===== config.mk =====
export PLATFORM = sky130hd
export DESIGN_NAME = vgrt_ctrl
export DESIGN_NICKNAME = d
export VERILOG_FILES = /design/src/rtl/voxel_grid_ray_traversal_defines.svh /design/src/rtl/vgrt_pkg.sv /design/src/rtl/vgrt_ctrl.sv
export SDC_FILE = /design/constraint.sdc
export NUM_CORES = 1
export LEC_CHECK = 0
export BUFFER_PORTS_ARGS = -buffer_cell sky130_fd_sc_hd__buf_2
export CAP_MARGIN = 0
export CORE_MARGIN = 8
export CORE_UTILIZATION = 29
export DETAILED_ROUTE_END_ITERATION = 7
export HOLD_SLACK_MARGIN = 0.08
export PLACE_DENSITY = 0.52
export SYNTH_ARGS = -nofsm -noshare
export SYNTH_HDL_FRONTEND = slang
export SYNTH_SLANG_ARGS = --single-unit

===== constraint.sdc =====
create_clock -name i_clk -period 2 [get_ports i_clk]
set_clock_uncertainty 0.05 [all_clocks]
set_input_delay 0.2 -clock i_clk [delete_from_list [all_inputs] [get_ports i_clk]]
set_output_delay 0.2 -clock i_clk [all_outputs]
set_load 0.05 [all_outputs]

===== src/rtl/voxel_grid_ray_traversal_defines.svh =====
// Assertion macros for the voxel ray traversal block.
`ifndef VOXEL_GRID_RAY_TRAVERSAL_DEFINES_SVH
`define VOXEL_GRID_RAY_TRAVERSAL_DEFINES_SVH

`ifndef SYNTH
// Same-cycle implication
`define VGRT_ASSERT_IMP(lbl, clk, rst_n, ante, cons) \
    lbl: assert property (@(posedge clk) disable iff (!rst_n) (ante) |-> (cons)) \
        else $error("same-cycle check failed");
// Next-cycle implication
`define VGRT_ASSERT_NXT(lbl, clk, rst_n, ante, cons) \
    lbl: assert property (@(posedge clk) disable iff (!rst_n) (ante) |=> (cons)) \
        else $error("next-cycle check failed");
`else
`define VGRT_ASSERT_IMP(lbl, clk, rst_n, ante, cons)
`define VGRT_ASSERT_NXT(lbl, clk, rst_n, ante, cons)
`endif

`endif


===== src/rtl/vgrt_pkg.sv =====
`timescale 1ns / 1ps

package vgrt_pkg;

    // Default chunk size and step limit
    localparam int DEF_SIZE_X    = 16;
    localparam int DEF_SIZE_Y    = 128;
    localparam int DEF_SIZE_Z    = 16;
    localparam int DEF_MAX_STEPS = 128;

    // Field widths
    localparam int VX_W  = 4;
    localparam int VY_W  = 7;
    localparam int VZ_W  = 4;
    localparam int ORG_W = 18;
    localparam int DIR_W = 16;
    localparam int FACE_W = 3;

    // Origin bias of 0.01 in Q.16
    localparam int BIAS_Q16 = 655;

    // Reciprocal divider: 2^30 / |dir| gives a 31-bit quotient, one bit a cycle
    localparam int DIV_STEPS = 31;
    localparam int DIV_CNT_W = $clog2(DIV_STEPS);

    localparam logic [31:0] SAT32 = 32'hFFFF_FFFF;

    // Item kinds
    localparam logic KIND_WRITE = 1'b0;
    localparam logic KIND_CAST  = 1'b1;

    // Axis codes
    localparam logic [1:0] AX_X = 2'd0;
    localparam logic [1:0] AX_Y = 2'd1;
    localparam logic [1:0] AX_Z = 2'd2;

    // Entered-face codes
    localparam logic [FACE_W-1:0] FC_FRONT  = 3'd0;
    localparam logic [FACE_W-1:0] FC_BACK   = 3'd1;
    localparam logic [FACE_W-1:0] FC_LEFT   = 3'd2;
    localparam logic [FACE_W-1:0] FC_RIGHT  = 3'd3;
    localparam logic [FACE_W-1:0] FC_TOP    = 3'd4;
    localparam logic [FACE_W-1:0] FC_BOTTOM = 3'd5;

    typedef struct packed {
        logic                     kind;
        logic [VX_W-1:0]          vox_x;
        logic [VY_W-1:0]          vox_y;
        logic [VZ_W-1:0]          vox_z;
        logic                     solid;
        logic signed [ORG_W-1:0]  origin_x;
        logic signed [ORG_W-1:0]  origin_y;
        logic signed [ORG_W-1:0]  origin_z;
        logic signed [DIR_W-1:0]  dir_x;
        logic signed [DIR_W-1:0]  dir_y;
        logic signed [DIR_W-1:0]  dir_z;
    } t_item;

    typedef struct packed {
        logic              hit;
        logic [VX_W-1:0]   hit_x;
        logic [VY_W-1:0]   hit_y;
        logic [VZ_W-1:0]   hit_z;
        logic [FACE_W-1:0] face;
    } t_res;

    // Controller to datapath
    typedef struct packed {
        logic clear;
        logic wr;
        logic load;
        logic div;
        logic div_first;
        logic setup;
        logic step;
        logic res_hit;
        logic res_miss;
        logic out_load;
    } t_cmd;

    // Datapath to controller
    typedef struct packed {
        logic clr_last;
        logic hit;
    } t_status;

    typedef enum logic [5:0] {
        S_CLEAR = 6'b000001,
        S_IDLE  = 6'b000010,
        S_DIV   = 6'b000100,
        S_SETUP = 6'b001000,
        S_TRAV  = 6'b010000,
        S_OUT   = 6'b100000
    } t_state;

endpackage


===== src/rtl/vgrt_ctrl.sv =====
`timescale 1ns / 1ps

module vgrt_ctrl #(
    parameter int MAX_STEPS = vgrt_pkg::DEF_MAX_STEPS
) (
    input  logic              i_clk,
    input  logic              i_rst_n,
    input  logic              i_in_valid,
    input  logic              i_in_kind,
    input  logic              i_out_ready,
    input  vgrt_pkg::t_status i_st,
    output logic              o_in_ready,
    output logic              o_out_valid,
    output vgrt_pkg::t_cmd    o_cmd
);
    localparam int CNT_W = $clog2(MAX_STEPS + 1);

    vgrt_pkg::t_state               r_state, n_state;
    logic [vgrt_pkg::DIV_CNT_W-1:0] r_div_cnt, n_div_cnt;
    logic [CNT_W-1:0]               r_step_cnt, n_step_cnt;
    logic                           r_out_valid, n_out_valid;
    vgrt_pkg::t_cmd                 c_cmd;

    // Next state and commands
    always_comb begin
        n_state    = r_state;
        n_div_cnt  = r_div_cnt;
        n_step_cnt = r_step_cnt;
        c_cmd      = '0;
        o_in_ready = 1'b0;
        unique case (r_state)
            vgrt_pkg::S_CLEAR: begin
                c_cmd.clear = 1'b1;
                if (i_st.clr_last) begin
                    n_state = vgrt_pkg::S_IDLE;
                end
            end
            vgrt_pkg::S_IDLE: begin
                o_in_ready = 1'b1;
                if (i_in_valid) begin
                    if (i_in_kind == vgrt_pkg::KIND_WRITE) begin
                        c_cmd.wr = 1'b1;
                    end else begin
                        c_cmd.load = 1'b1;
                        n_div_cnt  = '0;
                        n_state    = vgrt_pkg::S_DIV;
                    end
                end
            end
            vgrt_pkg::S_DIV: begin
                c_cmd.div       = 1'b1;
                c_cmd.div_first = (r_div_cnt == '0);
                n_div_cnt       = r_div_cnt + 1'b1;
                if (r_div_cnt == vgrt_pkg::DIV_CNT_W'(vgrt_pkg::DIV_STEPS - 1)) begin
                    n_state = vgrt_pkg::S_SETUP;
                end
            end
            vgrt_pkg::S_SETUP: begin
                c_cmd.setup = 1'b1;
                n_step_cnt  = '0;
                n_state     = vgrt_pkg::S_TRAV;
            end
            vgrt_pkg::S_TRAV: begin
                // Check the voxel read last cycle, then take the next step
                if (i_st.hit) begin
                    c_cmd.res_hit = 1'b1;
                    n_state       = vgrt_pkg::S_OUT;
                end else if (r_step_cnt == CNT_W'(MAX_STEPS)) begin
                    c_cmd.res_miss = 1'b1;
                    n_state        = vgrt_pkg::S_OUT;
                end else begin
                    c_cmd.step = 1'b1;
                    n_step_cnt = r_step_cnt + 1'b1;
                end
            end
            vgrt_pkg::S_OUT: begin
                if (!r_out_valid || i_out_ready) begin
                    c_cmd.out_load = 1'b1;
                    n_state        = vgrt_pkg::S_IDLE;
                end
            end
            default: begin
                n_state = vgrt_pkg::S_CLEAR;
            end
        endcase
        n_out_valid = c_cmd.out_load | (r_out_valid & ~i_out_ready);
    end

    always_ff @(posedge i_clk) begin
        if (!i_rst_n) begin
            r_state     <= vgrt_pkg::S_CLEAR;
            r_div_cnt   <= '0;
            r_step_cnt  <= '0;
            r_out_valid <= 1'b0;
        end else begin
            r_state     <= n_state;
            r_div_cnt   <= n_div_cnt;
            r_step_cnt  <= n_step_cnt;
            r_out_valid <= n_out_valid;
        end
    end

    assign o_cmd       = c_cmd;
    assign o_out_valid = r_out_valid;
endmodule


==> flow_metrics.tcl <==
set metrics [dict create \
    postSynthRegisterBits 20 \
    edff_count_synth 0 \
    class_of_the_tightest_hold_or_removal_check "in -> reg" \
    fin_tns_setup_ns 0 \
    first_pass_iters 4 \
    critical_path_arrival_ns 2.14 \
    critical_path.cell_chain "or4b_4, nor3_4, a31oi_4, or4_4, a21oi_2" \
    worst_case_setup_slack_after_placement_ns 0.00555 \
    area_delta_synth_final_pct 45.0 \
    post-route-worst-setup-slack_ns 0.0135 \
    antenna_left 0 \
    grt_setup_unrepaired "true" \
    post-synth-top-area-cell "dfxtp_1" \
    setup.worst_path.start_class "register" \
    leading_cell_types_by_total_area_after_synthesis "dfxtp_1, ha_1, nand2_1, nand3_1, o21ai_0" \
    tightest_slew_ns 0.474 \
    dpl.cell_count 209 \
    vias_per_cell 5.03 \
    avgSynthCellArea_um2 8.32 \
    critical-path-max-stage-delay_ns 0.54 \
    drtIter0Drc 56 \
    place_hpwl_mm 2.15 \
    asyncSetResetFlopFracSynth 0 \
    grt_start_max_net_pins 15 \
    synth_cell_type_count 39 \
    synthesis.yosys.warnings 0 \
    mostFrequentLayoutCell "buf_4" \
    ioPinCount 19 \
    finalHoldViolations 0 \
    final_period_minus_worst_setup_slack_ns 1.99 \
    instances_no_fill 226 \
    coreArea_um2 3720 \
    post_drt_wl_per_cell_um 12.9 \
    fin_hold_ws_ns 0.220 \
    io_buffer_count 18 \
    maxCapViolCount 0 \
    vias 1137 \
    final-seq-area_um2 410 \
    synth_nets 148 \
    drc 0 \
    finalMaxSlewViolations 0 \
    cts-htree-levels 1 \
    clk_latency_ns 0.26 \
    gr_util_all_layers 0.0934 \
    required_ns 2.15 \
    multi_input_area_um2 753 \
    fin_crit_sh 0.993 \
    initial_core_utilization 0.304 \
    syn-instance-count 136 \
    grt_pass1_wl_mm 4.80 \
    synth_top_area_share 0.354 \
    clk_transition_reported_paths_ns 0.08 \
    setup.worst_path.end_class "register" \
    max-vdd-ir-drop_mv 0.395 \
    setup_viol 0 \
    layout.cells.most_common_list "buf_4, dfxtp_1, nand2_1" \
    cts_tree "yes" \
    grt_antenna_before_repair 0 \
    run_status "finished clean" \
    dominantRegCellSynth "dfxtp_1" \
    total_congestion_overflow 0 \
    die_x_um 78.5 \
    gpl.final_weighted_congestion 0.822 \
    die_area_um2 6150 \
    fmax_ghz 0.503 \
    powerDensity_nw_per_um2 605 \
    critPathSlowestCell "or4_4" \
    drive_gt1_frac 0.376 \
    cts-buffers-inserted 3 \
    cts.sinks 20 \
    clock-root-buffer "clkbuf_8" \
    antenna_cells 0 \
    die_height_um 78.5 \
    core.rowCount 22 \
    clk_path_buf_depth 2 \
    synth.cell_area_um2 1130 \
    slew-limit-headroom 0.684 \
    total_wire_length_after_detailed_routing_mm 2.92 \
    synth_seq_area_share 0.354 \
    total_nets_final 191 \
    first_global_vias 1058 \
    p_leak_nw 0.674 \
    worstPathMaxFanout 5 \
    crit_type "reg -> reg" \
    fill_cells 380 \
]
## synthesized netlist by cell type (3+ instances only)
library cell / count
dfxtp_1: 20
nand4_1: 4
inv_1: 9
a21oi_1: 7
o21ai_0: 9
xnor2_1: 3
nor2_1: 8
or4_1: 5
nor3_1: 3
nand2_1: 13
o31ai_1: 3
nand3_1: 9
ha_1: 5
a21boi_0: 3
## per-stage QoR
step / instance area (um^2) / power [mW] / utilization
after global routing: 1640 / 1.05 / 0.441
after global placement: 1370 / 0.575 / 0.367
final: 1640 / 0.992 / 0.441
after detailed placement: 1370 / 0.575 / 0.367
after CTS: 1490 / 0.990 / 0.402
after floorplan: 1170 / 0.521 / -
## sequential cells by signal (all words and copies together) (netlist names)
signal,cells
r_step_cnt,8
r_div_cnt,5
o_out_valid,1
r_state,6
## worst max-delay path: cells and delay by family, from the launching register on
kind / cells / cell delay (ns)
simple gates: 3 / 1.30
compound gates: 2 / 0.20
flops: 1 / 0.37
## metal layers
metal,vias to the layer above,global-route usage,share of wire
met5,-,0,0
met1,529,0.114,0.47
li1,578,-,-
met4,0,0.0167,0.0048
met2,28,0.149,0.45
met3,2,0.0410,0.073
## cell families after synthesis
group           share of synthesized area
buf+inv                            0.0630
compound gates                      0.164
xor+xnor                           0.0310
flops                               0.354
simple gates                        0.333
fa+ha+maj                          0.0553
## report_power, final
part           internal, mW  leakage (nW)  switching (mW)  total, mW
Sequential            0.406         0.163         0.00990      0.416
Combinational        0.0675         0.474           0.104      0.171
Clock                 0.267        0.0357           0.137      0.404
Total                 0.741         0.674           0.251      0.992
## worst paths after layout
path,startpoint,end,slack (ns),depth (start not counted)
setup / recovery,r_state[0],r_step_cnt[6],0.01,5
hold / removal,i_out_ready,o_out_valid,0.22,3
setup reg to reg,r_state[0],r_step_cnt[6],0.01,5
hold reg to reg,r_step_cnt[7],r_step_cnt[7],0.44,2
## repair_timing
action / CTS / global route
buffers inserted: 3 / 9
pin swaps: 6 / 10
setup endpoints to repair: 9 / 15
cloned: 0 / 1
hold buffers: 0 / 0
gates resized for setup: 10 / 25
## layout make-up
| class | count | share of cell area |
|---|---|---|
| Clock buffer | 3 | 0.0252 |
| Clock inverter | 1 | 0.0183 |
| Inverter | 10 | 0.0244 |
| Multi-Input combinational cell | 103 | 0.459 |
| Sequential cell | 20 | 0.250 |
| Tap cell | 48 | 0.0366 |
| Timing Repair Buffer | 41 | 0.186 |
(Power assumes the default switching activity.)
